[src/rtl/ed3_pkg.sv]
// shared types and constants of the edit-distance top-3 search
package ed3_pkg;

	localparam int MAX_LEN_DEF   = 32;
	localparam int MAX_WORDS_DEF = 65536;
	localparam int NRANK         = 3;
	localparam int CW            = 6;   // column value and length width
	localparam int IW            = 16;  // word index width

	typedef enum logic [1:0] {
		CMD_QCHAR = 2'd0,
		CMD_DCHAR = 2'd1,
		CMD_EOW   = 2'd2,
		CMD_EOQ   = 2'd3
	} cmd_t;

	typedef enum logic [2:0] {
		TK_NONE,
		TK_DCHAR,
		TK_LOAD,
		TK_RANK,
		TK_EOQ
	} tok_kind_t;

	// request travelling down the cell row
	typedef struct packed {
		tok_kind_t         kind;
		logic [7:0]        ch;
		logic              store;     // query char gets a slot
		logic [CW-1:0]     target;    // slot of the stored query char
		logic [CW-1:0]     left_old;  // column entry of the left cell before update
		logic [CW-1:0]     left_new;  // column entry of the left cell after update
		logic              ovf;       // overflow flag carried by end of query
	} token_t;

endpackage

[src/rtl/edit_distance_top3_search.sv]
// top level of the edit-distance top-3 search
//
// s_* channel takes requests: tdata[1:0] cmd, tdata[9:2] ch. A query is loaded
// char by char (cmd 0), dictionary words follow as chars (cmd 1) each closed by
// end of word (cmd 2), and end of query (cmd 3) brings three results on m_*,
// rank 0 first, tlast on the third.
// Every request enters a row of MAX_LEN cells, one per query position, and
// moves one cell per cycle while the row is not stalled; each cell updates
// its column entry as a dictionary char passes, so one request is taken per
// cycle unless the row is stalled. Results of an end of query start once it
// has passed every cell register and the ranking register, rank 0 first.
// While results are still pending, requests keep flowing; only a second end of
// query reaching the end of the row waits there, and s_tready drops until the
// three pending results are taken.
// Reset empties the query, the ranking, the word counter and the row; no
// clearing pass is needed.
module edit_distance_top3_search import ed3_pkg::*; #(
	parameter int MAX_LEN   = MAX_LEN_DEF,
	parameter int MAX_WORDS = MAX_WORDS_DEF
) (
	input  logic        clk,
	input  logic        arst_n,
	input  logic        s_tvalid,
	output logic        s_tready,
	input  logic [15:0] s_tdata,   // cmd[1:0], ch[9:2]
	output logic        m_tvalid,
	input  logic        m_tready,
	output logic [31:0] m_tdata,   // rank[1:0], distance[7:2], word_index[23:8],
	                               // found[24], overflow[25]
	output logic        m_tlast
);

	token_t tok [MAX_LEN+1];
	logic   adv;
	logic   take;

	assign s_tready = adv;
	assign take     = s_tvalid && adv;

	ed3_head #(.MAX_LEN(MAX_LEN)) u_head (
		.clk    (clk),
		.arst_n (arst_n),
		.take   (take),
		.cmd    (s_tdata[1:0]),
		.ch     (s_tdata[9:2]),
		.tok_o  (tok[0])
	);

	for (genvar i = 1; i <= MAX_LEN; i++) begin : g_cell
		ed3_cell #(.IDX(i)) u_cell (
			.clk    (clk),
			.arst_n (arst_n),
			.adv    (adv),
			.tok_i  (tok[i-1]),
			.tok_o  (tok[i])
		);
	end

	ed3_rank #(.MAX_WORDS(MAX_WORDS)) u_rank (
		.clk      (clk),
		.arst_n   (arst_n),
		.tok_i    (tok[MAX_LEN]),
		.adv      (adv),
		.m_tvalid (m_tvalid),
		.m_tready (m_tready),
		.m_tdata  (m_tdata),
		.m_tlast  (m_tlast)
	);

endmodule

[src/rtl/ed3_head.sv]
// front of the row: decodes requests and tracks query length and word position
module ed3_head import ed3_pkg::*; #(
	parameter int MAX_LEN = MAX_LEN_DEF
) (
	input  logic        clk,
	input  logic        arst_n,
	input  logic        take,
	input  logic [1:0]  cmd,
	input  logic [7:0]  ch,
	output token_t      tok_o
);

	localparam logic [CW-1:0] MAX_LEN_V = CW'(MAX_LEN);

	logic [CW-1:0] qlen_q;
	logic [CW-1:0] wpos_q;
	logic          ovf_q;

	always_comb begin
		tok_o          = '0;
		tok_o.kind     = TK_NONE;
		tok_o.ch       = ch;
		tok_o.target   = qlen_q + CW'(1);
		tok_o.store    = (qlen_q < MAX_LEN_V);
		tok_o.left_old = wpos_q;
		tok_o.left_new = wpos_q + CW'(1);
		tok_o.ovf      = ovf_q;
		if (take) begin
			unique case (cmd_t'(cmd))
				CMD_QCHAR: tok_o.kind = TK_LOAD;
				CMD_DCHAR: begin
					if (wpos_q < MAX_LEN_V) tok_o.kind = TK_DCHAR;
				end
				CMD_EOW: begin
					// empty query ranks column entry zero, which is the word length
					tok_o.kind     = TK_RANK;
					tok_o.left_new = wpos_q;
				end
				CMD_EOQ: tok_o.kind = TK_EOQ;
				default: tok_o.kind = TK_NONE;
			endcase
		end
	end

	always_ff @(posedge clk or negedge arst_n) begin
		if (!arst_n) begin
			qlen_q <= '0;
			wpos_q <= '0;
			ovf_q  <= 1'b0;
		end else if (take) begin
			unique case (cmd_t'(cmd))
				CMD_QCHAR: begin
					wpos_q <= '0;
					if (qlen_q < MAX_LEN_V) qlen_q <= qlen_q + CW'(1);
					else ovf_q <= 1'b1;
				end
				CMD_DCHAR: begin
					if (wpos_q < MAX_LEN_V) wpos_q <= wpos_q + CW'(1);
					else ovf_q <= 1'b1;
				end
				CMD_EOW: wpos_q <= '0;
				CMD_EOQ: begin
					qlen_q <= '0;
					wpos_q <= '0;
					ovf_q  <= 1'b0;
				end
				default: ;
			endcase
		end
	end

endmodule

[src/rtl/ed3_cell.sv]
// one query position: holds its query char and column entry, updates on passing requests
module ed3_cell import ed3_pkg::*; #(
	parameter int IDX = 1
) (
	input  logic   clk,
	input  logic   arst_n,
	input  logic   adv,
	input  token_t tok_i,
	output token_t tok_o
);

	localparam logic [CW-1:0] IDX_V = CW'(IDX);

	logic [7:0]    qch_q;
	logic          act_q;
	logic          act_d;
	logic [CW-1:0] col_q;
	logic [CW-1:0] col_d;
	token_t        tok_d;
	token_t        tok_q;
	logic [CW:0]   sub_c;
	logic [CW:0]   del_c;
	logic [CW:0]   ins_c;
	logic [CW:0]   m1_c;
	logic [CW:0]   best_c;
	logic          wr_en;

	assign wr_en = adv && (tok_i.kind == TK_LOAD) && tok_i.store && (tok_i.target == IDX_V);
	assign sub_c = {1'b0, tok_i.left_old} + (CW+1)'(qch_q != tok_i.ch);
	assign del_c = {1'b0, col_q} + (CW+1)'(1);
	assign ins_c = {1'b0, tok_i.left_new} + (CW+1)'(1);
	assign m1_c  = (sub_c < del_c) ? sub_c : del_c;
	assign best_c = (m1_c < ins_c) ? m1_c : ins_c;

	always_comb begin
		tok_d = tok_i;
		col_d = col_q;
		act_d = act_q;
		case (tok_i.kind)
			TK_DCHAR: begin
				if (act_q) begin
					tok_d.left_old = col_q;
					tok_d.left_new = best_c[CW-1:0];
					col_d          = best_c[CW-1:0];
				end
			end
			TK_LOAD: begin
				col_d = IDX_V;
				if (tok_i.store && tok_i.target == IDX_V) act_d = 1'b1;
			end
			TK_RANK: begin
				// inactive cells pass the distance of the last active one
				if (act_q) tok_d.left_new = col_q;
				col_d = IDX_V;
			end
			TK_EOQ: begin
				col_d = IDX_V;
				act_d = 1'b0;
			end
			default: ;
		endcase
	end

	always_ff @(posedge clk or negedge arst_n) begin
		if (!arst_n) begin
			col_q <= IDX_V;
			act_q <= 1'b0;
			tok_q <= '0;
		end else if (adv) begin
			col_q <= col_d;
			act_q <= act_d;
			tok_q <= tok_d;
		end
	end

	always_ff @(posedge clk) begin
		if (wr_en) qch_q <= tok_i.ch;
	end

	assign tok_o = tok_q;

endmodule

[src/rtl/ed3_rank.sv]
// tail of the row: top-3 ranking and the result output register
module ed3_rank import ed3_pkg::*; #(
	parameter int MAX_WORDS = MAX_WORDS_DEF
) (
	input  logic          clk,
	input  logic          arst_n,
	input  token_t        tok_i,
	output logic          adv,
	output logic          m_tvalid,
	input  logic          m_tready,
	output logic [31:0]   m_tdata,
	output logic          m_tlast
);

	localparam int WCW = $clog2(MAX_WORDS + 1);
	localparam logic [WCW-1:0] MAX_WORDS_V = WCW'(MAX_WORDS);

	logic [CW-1:0]  bd_q [NRANK];
	logic [IW-1:0]  bi_q [NRANK];
	logic [NRANK-1:0] bv_q;
	logic [WCW-1:0] wcnt_q;
	logic [WCW+IW-1:0] wext;
	logic [IW-1:0]  idx;
	logic [CW-1:0]  word_dist;
	logic           ins0, ins1, ins2;
	logic           take;

	logic [CW-1:0]  od_q [NRANK];
	logic [IW-1:0]  oi_q [NRANK];
	logic [NRANK-1:0] ov_q;
	logic           oovf_q;
	logic           busy_q;
	logic [1:0]     cnt_q;
	logic [1:0]     cnt_last;

	assign cnt_last = 2'(NRANK - 1);
	// an end of query waits at the tail until the previous results are gone
	assign adv  = !(busy_q && tok_i.kind == TK_EOQ);
	assign take = adv && (tok_i.kind != TK_NONE);
	assign word_dist = tok_i.left_new;
	assign wext = {{IW{1'b0}}, wcnt_q};
	assign idx  = wext[IW-1:0];

	assign ins0 = !bv_q[0] || (bd_q[0] > word_dist);
	assign ins1 = !ins0 && (!bv_q[1] || (bd_q[1] > word_dist));
	assign ins2 = !ins0 && !ins1 && (!bv_q[2] || (bd_q[2] > word_dist));

	always_ff @(posedge clk or negedge arst_n) begin
		if (!arst_n) begin
			bv_q   <= '0;
			wcnt_q <= '0;
			busy_q <= 1'b0;
			cnt_q  <= '0;
			for (int k = 0; k < NRANK; k++) begin
				bd_q[k] <= '0;
				bi_q[k] <= '0;
			end
		end else begin
			if (busy_q && m_tready) begin
				if (cnt_q == cnt_last) begin
					busy_q <= 1'b0;
					cnt_q  <= '0;
				end else begin
					cnt_q <= cnt_q + 2'd1;
				end
			end
			if (take && tok_i.kind == TK_RANK && wcnt_q < MAX_WORDS_V) begin
				wcnt_q <= wcnt_q + WCW'(1);
				if (ins0) begin
					bd_q[2] <= bd_q[1];   bi_q[2] <= bi_q[1]; bv_q[2] <= bv_q[1];
					bd_q[1] <= bd_q[0];   bi_q[1] <= bi_q[0]; bv_q[1] <= bv_q[0];
					bd_q[0] <= word_dist; bi_q[0] <= idx;     bv_q[0] <= 1'b1;
				end else if (ins1) begin
					bd_q[2] <= bd_q[1];   bi_q[2] <= bi_q[1]; bv_q[2] <= bv_q[1];
					bd_q[1] <= word_dist; bi_q[1] <= idx;     bv_q[1] <= 1'b1;
				end else if (ins2) begin
					bd_q[2] <= word_dist; bi_q[2] <= idx;     bv_q[2] <= 1'b1;
				end
			end
			if (take && tok_i.kind == TK_EOQ) begin
				bv_q   <= '0;
				wcnt_q <= '0;
				busy_q <= 1'b1;
				cnt_q  <= '0;
				for (int k = 0; k < NRANK; k++) begin
					bd_q[k] <= '0;
					bi_q[k] <= '0;
				end
			end
		end
	end

	// result snapshot, empty ranks read as zero
	always_ff @(posedge clk) begin
		if (take && tok_i.kind == TK_EOQ) begin
			oovf_q <= tok_i.ovf;
			ov_q   <= bv_q;
			for (int k = 0; k < NRANK; k++) begin
				od_q[k] <= bv_q[k] ? bd_q[k] : '0;
				oi_q[k] <= bv_q[k] ? bi_q[k] : '0;
			end
		end
	end

	assign m_tvalid = busy_q;
	assign m_tlast  = (cnt_q == cnt_last);
	assign m_tdata  = {6'b0, oovf_q, ov_q[cnt_q], oi_q[cnt_q], od_q[cnt_q], cnt_q};

	a_cnt_range: assert property (@(posedge clk) disable iff (!arst_n)
		busy_q |-> cnt_q != 2'd3)
		else $error("result counter out of range");
	a_valid_prefix: assert property (@(posedge clk) disable iff (!arst_n)
		(bv_q[1] |-> bv_q[0]) and (bv_q[2] |-> bv_q[1]))
		else $error("ranking has a hole");
	a_sorted: assert property (@(posedge clk) disable iff (!arst_n)
		(bv_q[1] |-> bd_q[0] <= bd_q[1]) and (bv_q[2] |-> bd_q[1] <= bd_q[2]))
		else $error("ranking out of order");
	a_eoq_emits: assert property (@(posedge clk) disable iff (!arst_n)
		(take && tok_i.kind == TK_EOQ) |=> (busy_q && cnt_q == 2'd0 && bv_q == '0))
		else $error("end of query did not start result output");

endmodule

[config.mk]
export PLATFORM = sky130hd
export DESIGN_NAME = edit_distance_top3_search
export DESIGN_NICKNAME = d
export VERILOG_FILES = /design/src/rtl/ed3_pkg.sv /design/src/rtl/edit_distance_top3_search.sv /design/src/rtl/ed3_head.sv /design/src/rtl/ed3_cell.sv /design/src/rtl/ed3_rank.sv
export SDC_FILE = /design/constraint.sdc
export NUM_CORES = 2
export LEC_CHECK = 0
export ABC_AREA = 1
export BUFFER_PORTS_ARGS = -buffer_cell sky130_fd_sc_hd__buf_2
export CAP_MARGIN = 25
export CELL_PAD_IN_SITES_DETAIL_PLACEMENT = 0
export CELL_PAD_IN_SITES_GLOBAL_PLACEMENT = 2
export CORE_MARGIN = 2
export CORE_UTILIZATION = 30
export CTS_CLUSTER_DIAMETER = 120
export CTS_CLUSTER_SIZE = 25
export DETAILED_ROUTE_END_ITERATION = 7
export PLACE_DENSITY_LB_ADDON = 0.1
export REMOVE_ABC_BUFFERS = 1
export SLEW_MARGIN = 20
export SYNTH_ARGS = -nofsm -noshare
export SYNTH_HDL_FRONTEND = slang
export SYNTH_SLANG_ARGS = --single-unit
[constraint.sdc]
create_clock -name clk -period 6 [get_ports clk]
set_input_delay 0.3 -clock clk [delete_from_list [all_inputs] [get_ports clk]]
set_output_delay 0.3 -clock clk [all_outputs]
set_load 0.005 [all_outputs]
==> flow_summary.json <==
{
  "outcome": "complete, no violations",
  "hold-worst-slack_ns": 0.191,
  "port_buffers": 42,
  "worst_slack_ns": 0.638,
  "dr.pass1.iters": 6,
  "grt-ovfl-total": 0,
  "clk_pin_slew_ns": 0.11,
  "slew_violations": 0,
  "dp_hpwl_um": 199000,
  "wl_um": 268000,
  "ys_async_sr_fraction_pct": 79.9,
  "cp-start-kind": "flop",
  "finalCritPeriodShare_pct": 89.4,
  "via_per_inst": 4.73,
  "min-delay-start": "s_tdata[6]",
  "endpoint_kind": "flop",
  "grt_antenna_before_repair": 2,
  "drt_iter0_drc": 4446,
  "cts_setup_buffers": 0,
  "globalRouteTotalUtil_pct": 16.8,
  "fmax_mhz": 186,
  "clk_latency_ns": 0.87,
  "yosysUniqueCellTypes": 65,
  "pre_cts_ws_ns": 0.599,
  "worstPathArrival_ns": 6.09,
  "io_pins": 55,
  "required_ns": 6.73,
  "cts_tree": "done",
  "syn2layout_area_growth_pct": 8.52,
  "wire_per_inst_um": 17.0,
  "die_w_um": 565,
  "synth_flop_cell": "dfrtp_1",
  "gp_congestion": 0.803,
  "syn_avg_cell_area_sq_um": 8.10,
  "worst_pin_slew_ns": 1.02,
  "period_needed_ns": 5.36,
  "met2_usage_pct": 27.7,
  "fill_cells": 33200,
  "cts.htree.levels": 3,
  "startpoint": "g_cell[20].u_cell.tok_o[27]$_DFFE_PN0N_",
  "cts.sinks": 1623,
  "busiest_layer": "met2",
  "clock_path_buffers": 4,
  "dr_total_vias": 74500,
  "dpl_cell_area_sq_um": 99200,
  "hold_class": "input pin to flop",
  "final_hold_viol_count": 0,
  "relSlewSlack_pct": 31.9,
  "syn_inst": 11600,
  "grt_util_met3_pct": 1.46,
  "rows": 205,
  "synth_edf_count": 326,
  "setup_viol": 0,
  "yosysSeqAreaShare_pct": 44.9,
  "initial_core_util_pct": 30.2,
  "cts_root_buffer": "clkbuf_16",
  "grt_setup_unrepaired": "false",
  "criticalPathCategory": "flop to flop",
  "syn_area_sq_um": 94300,
  "drive_above_1_share_pct": 5.20,
  "drc_errors": 0,
  "min_path_cells": 2,
  "grt_pass1_wl_um": 433000,
  "seqCellArea_sq_um": 42300,
  "use_met1_pct": 24.0,
  "die_area_sq_um": 319000,
  "r2r-start": "g_cell[20].u_cell.tok_o[27]$_DFFE_PN0N_",
  "ant_nets": 0,
  "grt_pass1_vias": 75300,
  "multi_input_area_sq_um": 45400,
  "setup_tns_ns": 0,
  "core-area_sq_um": 312000,
  "cap_violations": 0,
  "postLayoutCellArea_sq_um": 102000,
  "yosysWarningCount": 0,
  "ys_seq_elements": 1623,
  "final_nets": 12100,
  "grt_max_degree": 157,
  "cts_resized": 0,
  "r2r_cells": 22,
  "numCtsBuffers": 89,
  "die_h_um": 565,
  "fin_skew_ns": 0.0523,
  "path_max_fanout": 10
}
## logic make-up after synthesis
kind of cell | Yosys count | synth area share, %
simple gates | 4972 | 22.2
compound gates | 2151 | 12.8
buf+inv | 1722 | 7.10
flops | 1623 | 44.9
xor+xnor | 634 | 5.89
fa+ha+maj | 535 | 7.10
other cells | 1 | 0.00398
## placed cells by master (no fill, tap or decap), types with 68 or more instances in the layout
master and n:
nand2_1 3231, inv_1 1321, dfrtp_1 1216, o21ai_0 1087, nor2_1 614, nand3_1 543
ha_1 535, a21oi_1 528, xor2_1 387, edfxtp_1 326, xnor2_1 247, nor3_1 216
o22ai_1 151, clkbuf_16 92, a211oi_1 87, nand4_1 86, a31oi_1 85, dfstp_2 81
or2_2 68
## per-layer routing
layer	vias to the layer above	wire [um]
met5	-	0
met4	0	4970
met3	207	5750
met2	721	123000
met1	35500	134000
li1	38000	-
## area by class of cell
type	instances	area share, %
clock inverters	30	0.356
flip-flops and latches	1623	41.4
multi-input cells	8298	44.4
clock buffers	131	2.42
repair buffers	145	1.25
inverters	1393	5.13
diodes	1	0.00245
well taps	4140	5.06
## synthesized netlist by cell type (5+ instances only)
cell | number | area, sq um
o21ai_1 | 17 | 85.1
buf_4 | 15 | 113
edfxtp_1 | 326 | 9790
inv_1 | 1322 | 4960
nor4_1 | 57 | 357
a211oi_1 | 87 | 653
nor2_2 | 20 | 125
o21bai_1 | 7 | 52.6
nand4_1 | 86 | 538
o22ai_1 | 151 | 945
clkbuf_1 | 189 | 709
o221ai_1 | 5 | 43.8
a21o_1 | 16 | 120
xor2_1 | 387 | 3390
a31oi_1 | 85 | 532
o211ai_1 | 5 | 37.5
dfrtp_1 | 1216 | 30400
nor2_1 | 614 | 2300
dfstp_2 | 81 | 2130
nand2_1 | 3231 | 12100
and2_1 | 13 | 81.3
o31ai_1 | 32 | 240
a221oi_1 | 14 | 123
nand2_2 | 13 | 81.3
nand3b_1 | 10 | 75.1
or2_2 | 68 | 425
ha_1 | 535 | 6690
o21a_1 | 62 | 465
a21oi_4 | 25 | 407
a22oi_1 | 6 | 45.0
nor3_1 | 217 | 1090
buf_2 | 121 | 606
a21oi_1 | 528 | 2640
inv_2 | 51 | 191
o21ai_0 | 1088 | 5450
nor2_4 | 45 | 507
xnor2_1 | 247 | 2160
clkinv_1 | 18 | 67.6
or4_1 | 32 | 240
nand3_1 | 543 | 2720
## sequential cells by signal, indices dropped and copies added (netlist names)
| signal | cells |
|---|---|
| g_cell.u_cell.act_q | 32 |
| u_rank.ov_q | 3 |
| u_head.ovf_q | 1 |
| u_rank.cnt_q | 2 |
| u_rank.oovf_q | 1 |
| u_rank.od_q | 18 |
| g_cell.u_cell.col_q | 192 |
| u_rank.oi_q | 48 |
| u_head.qlen_q | 6 |
| g_cell.u_cell.tok_o | 971 |
| u_rank.m_tvalid | 1 |
| u_rank.bd_q | 18 |
| g_cell.u_cell.qch_q | 256 |
| u_rank.wcnt_q | 17 |
| u_head.wpos_q | 6 |
| u_rank.bv_q | 3 |
| u_rank.bi_q | 48 |
## repair_timing
item,CTS,global route
setup endpoints to repair,0,0
hold endpoints to repair,248,0
hold buffers,17,0
## worst paths after layout
path                                                            to  slack (ns)
min in group asynchronous  g_cell[28].u_cell.tok_o[19]$_DFFE_PN0N_        0.54
hold / removal                 g_cell[1].u_cell.qch_q[4]$_DFFE_PP_        0.19
max in group asynchronous       g_cell[1].u_cell.act_q$_DFFE_PN0P_        3.93
setup reg to reg            g_cell[21].u_cell.tok_o[5]$_DFFE_PN0N_        0.64
setup / recovery            g_cell[21].u_cell.tok_o[5]$_DFFE_PN0N_        0.64
hold reg to reg              g_cell[2].u_cell.tok_o[0]$_DFFE_PN0N_        0.45
## worst max-delay path, cell delays in order, from the launching register on
cell	delay, ns
dfrtp_1	0.44
xnor2_1	0.18
nand2_1	0.06
or4_1	0.57
ha_1	0.24
ha_1	0.21
nand3_1	0.13
xor2_1	0.21
inv_1	0.08
ha_1	0.29
a21oi_1	0.06
o21a_1	0.18
nand2_1	0.12
clkinv_1	0.21
o21ai_0	0.42
ha_1	0.32
a21oi_1	0.15
nor2_1	0.05
a211oi_1	0.32
a21boi_1	0.38
o21ai_0	0.18
o21ai_0	0.30
nand2_1	0.08
## through the flow
step / std cells / util, %
CTS: 15800 / 32.7
finish: 15800 / 32.8
global route: 15800 / 32.8
global placement: 15600 / 31.8
detailed placement: 15600 / 31.8
floorplan: 11300 / -
Power is not shown: default switching activity piles up to over one toggle a cycle in this logic, so the estimate is an artifact.
